## src/design/ppm_step.sv

```systemverilog
`timescale 1ns / 1ps
// One combined step: a restoring division bit and a square root bit.
// Stand-alone; instantiated once per step stage by the top level.
module ppm_step #(
    parameter int AW = 17,
    parameter int QW = 33
) (
    input  logic [AW-1:0]   i_div_rem,
    input  logic [QW-1:0]   i_div_num,
    input  logic [QW-1:0]   i_div_quo,
    input  logic [AW-1:0]   i_divisor,
    input  logic [QW:0]     i_sq_rem,
    input  logic [2*QW-1:0] i_sq_rad,
    input  logic [QW-1:0]   i_sq_root,
    output logic [AW-1:0]   o_div_rem,
    output logic [QW-1:0]   o_div_num,
    output logic [QW-1:0]   o_div_quo,
    output logic [QW:0]     o_sq_rem,
    output logic [2*QW-1:0] o_sq_rad,
    output logic [QW-1:0]   o_sq_root
);

    logic [AW:0]   div_part;
    logic [AW:0]   div_diff;
    logic [QW+2:0] sq_part;
    logic [QW+2:0] sq_trial;
    logic [QW+2:0] sq_diff;

    always_comb begin
        // bring down the next numerator bit
        div_part  = {i_div_rem, i_div_num[QW-1]};
        div_diff  = div_part - {1'b0, i_divisor};
        o_div_num = {i_div_num[QW-2:0], 1'b0};
        if (div_part >= {1'b0, i_divisor}) begin
            o_div_rem = div_diff[AW-1:0];
            o_div_quo = {i_div_quo[QW-2:0], 1'b1};
        end else begin
            o_div_rem = div_part[AW-1:0];
            o_div_quo = {i_div_quo[QW-2:0], 1'b0};
        end

        // bring down the next radicand bit pair
        sq_part  = {i_sq_rem, i_sq_rad[2*QW-1 -: 2]};
        sq_trial = {1'b0, i_sq_root, 2'b01};
        sq_diff  = sq_part - sq_trial;
        o_sq_rad = {i_sq_rad[2*QW-3:0], 2'b00};
        if (sq_part >= sq_trial) begin
            o_sq_rem  = sq_diff[QW:0];
            o_sq_root = {i_sq_root[QW-2:0], 1'b1};
        end else begin
            o_sq_rem  = sq_part[QW:0];
            o_sq_root = {i_sq_root[QW-2:0], 1'b0};
        end
    end

endmodule

```

## config.mk

```make
export PLATFORM = sky130hd
export DESIGN_NAME = ppm_step
export DESIGN_NICKNAME = d
export VERILOG_FILES = /design/src/design/ppm_step.sv
export SDC_FILE = /design/constraint.sdc
export NUM_CORES = 1
export LEC_CHECK = 0
export BUFFER_PORTS_ARGS = -buffer_cell sky130_fd_sc_hd__buf_2
export CAP_MARGIN = 30
export CORE_AREA = 2 2 175 177
export DETAILED_ROUTE_END_ITERATION = 6
export DIE_AREA = 0 0 177 179
export SLEW_MARGIN = 10
export SYNTH_ARGS = -nofsm -noshare
export SYNTH_HDL_FRONTEND = slang
export SYNTH_SLANG_ARGS = --single-unit
```

## constraint.sdc

```tcl
create_clock -name vclk -period 4.3
set_input_delay 0.86 -clock vclk [all_inputs]
set_output_delay 0.86 -clock vclk [all_outputs]
set_load 0.01 [all_outputs]
```

* Word level (Yosys, flattened, before mapping)
Index checks and enable logic that the tools add are counted.
W data, S select, Z words.
** Storage, ports and cells
- Bits in read-only memories :: 0
- Bits of input ports :: 233
- Memories :: 0
- Output and inout port bits :: 216
- Latch bits :: 0
- Bits in registers :: 0
- RAM bits :: 0
** Operators by class
- Bitwise gates (word level) :: 0
- Shift-type cells :: 0
- $lt $le $gt $ge :: 2
- Reductions and logical operators :: 0
- Mux-type cells :: 4
- Divide/modulo/power cells :: 0
- $add $sub $neg :: 2
- Equality and inequality tests :: 0
- Multipliers :: 0
** Operator list (number)
- $ge A36 B35 Y1 :: 1
- $mux W34 :: 1
- $sub A34 B34 Y34 :: 1
- $ge A18 B17 Y1 :: 1
- $mux W17 :: 1
- $sub A17 B17 Y17 :: 1
- $mux W1 :: 2

* Depth between registers and ports, before layout
- Word-level depth :: 2
- Gate-level depth with buffers :: 13
- Depth with buffers taken out :: 11

* Worst setup path before layout
OpenSTA, ideal clock, no wires.
- Path type :: in2out
- Start :: input i_div_num[32]
- End :: output o_div_rem[10]
- Stages on the path :: 13
- Arrival time :: 3.143 ns
- Required time :: 3.440 ns
- Path buffers :: 2
- Setup slack :: 0.297 ns
- Path through :: inv_1 -> ha_1 -> fa_1 -> inv_1 -> a21o_1 -> a21o_1 -> a211oi_2 -> o31ai_1 -> a41o_1 -> a21o_1 -> buf_6 -> buf_6 -> mux2_4
** Between the ends
- Cells in the longest elaborated chain, start to end :: 2
- Elaborated cells on any way between the ends :: 3
- Those cells by class :: 1 x add/sub; 1 x order compare; 1 x mux
** Ends and longest elaborated chain
- start: declaration :: RTL line 9 : input logic [QW-1:0] i_div_num,
- $sub A17 B17 Y17 / $ge A18 B17 Y1 (equally long branches) :: RTL line 32, 34
- $mux W17 * :: RTL line 34 : if (div_part >= {1'b0, i_divisor}) begin
- end: declaration :: RTL line 15 : output logic [AW-1:0] o_div_rem,
Mark *: on every way between the ends. The rest lies on a longest branch, timed or not.

* Final worst setup path
- Start :: input i_sq_root[0]
- End :: output o_sq_rem[26]
** Between the ends
- Cells in the longest elaborated chain, start to end :: 2
- Elaborated cells on any way between the ends :: 3
- Those cells by class :: 1 x add/sub; 1 x order compare; 1 x mux
** Ends and longest elaborated chain
- start: declaration :: RTL line 14 : input logic [QW-1:0] i_sq_root,
- $sub A34 B34 Y34 / $ge A36 B35 Y1 (equally long branches) :: RTL line 45, 47
- $mux W34 * :: RTL line 47 : if (sq_part >= sq_trial) begin
- end: declaration :: RTL line 18 : output logic [QW:0] o_sq_rem,
Marks and branches as above.

==> metrics.txt <==
multi-input logic area=roughly 3100 um2; Crit Path Max Fanout=5; routed vias/inst=4.09; row cnt=64; DRC Markers=0; Post-Route WL=approximately 18000 um; DR WL/cell=15.7 um; register area=0 um2; power density over the cells=186 nW/um2; final period utilization=0.983; initial antenna violation count=0; total power=962 uW; Critical Path AT=3.37 ns; Int Power=439 uW; crit path cell chain=buf_2 > inv_1 > ha_1 > nor2b_1 > o31a_1 > o31ai_4 > a21oi_1 > a21oi_1 > a221o_1 > o21ai_0 > o31ai_1 > buf_2; synthesized cell area=4610 um2; Worst setup SP type=input pin; Fin Hold WS=roughly 1.7 ns; hpwl dp=15200 um; Hold Startpoint=i_div_quo[12]; first-pass GRT wire length=23700 um; sequential area share after synthesis=0; kind of critical path=in2out; Via Count=4568; die area=31700 um2; largest net degree at the start of global routing=42; die width=177 um; mean area per synthesized cell=6.80 um2; crit end category=output port; Routed Antenna Nets=0; sequential power share=0; Layout Nets=1010; ant diodes=0; slowest CP cell=a21oi_1; gate count of the mapped netlist=677; Initial Utilization=0.153; CP required=about 3.4 ns; setup violators final=0; layout cell share with drive strength beyond 1=0.363; I/O pin cnt=449; Unique masters post-synth=57; clock buffer count=0; Worst slew margin=0.609; number of synthesis warnings=0; height of the die=179 um; count of final max-slew check failures=0; total number of sequential cells=0; Crit path buffers/inverters=3; fmax=roughly 240 MHz; Pre-antenna DRT Iters=5; Synth-to-Final Area Change=12.1%; Clk pwr share=0; switching power=523 uW; CP startpoint=i_sq_root[0]; sw frac=0.544; CP delay by family, top=compound AO/OA/AOI/OAI gates; IO Port Bufs=189; grt ovf=0; initial drt markers=115; outcome=complete, no violations; CTS Hold Bufs=0; delay of the slowest cell on the worst path=0.37 ns; minimum clock period=roughly 4.2 ns; Hold Path Class=in2out; Max Cap Viol=0; vias in the first global route=4114; worst slew pin tran=0.579 ns; worst vdd ir=a little under 80 uV; total track usage=0.0969; RD Place Congestion=0.890; Leak Pwr=around 2.7 nW; Hold Vio Cnt, Final=0; # fillers=between 3k and 4k; core area=around 30000 um2; combinational group share of total power=1.000
-- kinds of logic after synthesis --
family	synth area share
adders and majority gates	0.146
other	0.000814
buffers and inverters	0.340
AOI/OAI and AO/OA	0.244
and+or+nand+nor	0.141
muxes	0.0508
xor gates and xnor gates	0.0780
-- stage by stage --
| step | worst slack, ns | setup TNS, ns | cells | cell area, um2 | utilization |
|---|---|---|---|---|---|
| 3_3_place_gp | 0.00300 | 0 | 1110 | 4970 | 0.166 |
| 2_1_floorplan | 0.297 | 0 | 679 | 4610 | - |
| 5_1_grt | -0.0101 | -0.0211 | 1118 | 5160 | 0.172 |
| 3_5_place_dp | -0.00493 | -0.00493 | 1110 | 4970 | 0.166 |
| 6_report | 0.0738 | 0 | 1118 | 5160 | 0.172 |
| 4_1_cts | 0.00976 | 0 | 1110 | 4980 | 0.166 |
-- cells in the final DEF, fill, tap and decap left out, types with 5 or more instances in the layout --
cell type    n
ha_1        48
xor2_1      17
o21ai_1     16
nor2_1      31
a21o_1      24
inv_1       61
nand3_1     10
mux2_4       7
a21oi_1     43
nor3_1       5
buf_2      189
nand2b_1     5
nand2_1     64
xnor2_1     24
buf_4       28
mux2_2       7
o31ai_1      6
o21bai_1     5
nand4_1      8
o21a_1       6
o21ai_0     34
mux2i_1      5
-- power by group through the flow --
stage               Combinational (mW)  Sequential [mW]  Clock, mW
floorplan                        0.707                0          0
global placement                 0.910                0          0
detailed placement               0.914                0          0
CTS                              0.921                0          0
global route                      1.06                0          0
finish                           0.962                0          0
-- repair_timing --
action,in CTS,in global routing
gates cloned,0,3
setup buffers,0,5
pin swaps,0,10
setup endpoints to repair,7,43
endpoints found under the hold margin,0,0
gates resized for setup,1,20
-- synth_stat cells (16+ instances only) --
| master | number | area, um2 |
|---|---|---|
| xor2_1 | 17 | 149 |
| ha_1 | 52 | 651 |
| xnor2_1 | 24 | 210 |
| nand2_1 | 64 | 240 |
| a21o_1 | 25 | 188 |
| buf_4 | 167 | 1250 |
| nor2_1 | 31 | 116 |
| inv_1 | 61 | 229 |
| a21oi_1 | 46 | 230 |
| o21ai_1 | 16 | 80.1 |
| o21ai_0 | 35 | 175 |
-- path summary, 6_finish.rpt --
check | endpoint | depth (start not counted)
max | o_sq_rem[26] | 12
min | o_div_quo[13] | 0
-- per-layer routing --
layer,GRT usage,vias up,wire [um]
met5,0,-,0
met4,0.0413,0,785
li1,-,2236,-
met2,0.177,244,8440
met1,0.107,2006,6770
met3,0.0223,82,1590
-- area by class of cell --
| cell class | count | share of cell area |
|---|---|---|
| Timing Repair Buffer | 225 | 0.254 |
| Tap cell | 396 | 0.0960 |
| Multi-Input combinational cell | 436 | 0.605 |
| Inverter | 61 | 0.0443 |
No activity file was read; power rests on OpenSTA's default activity.
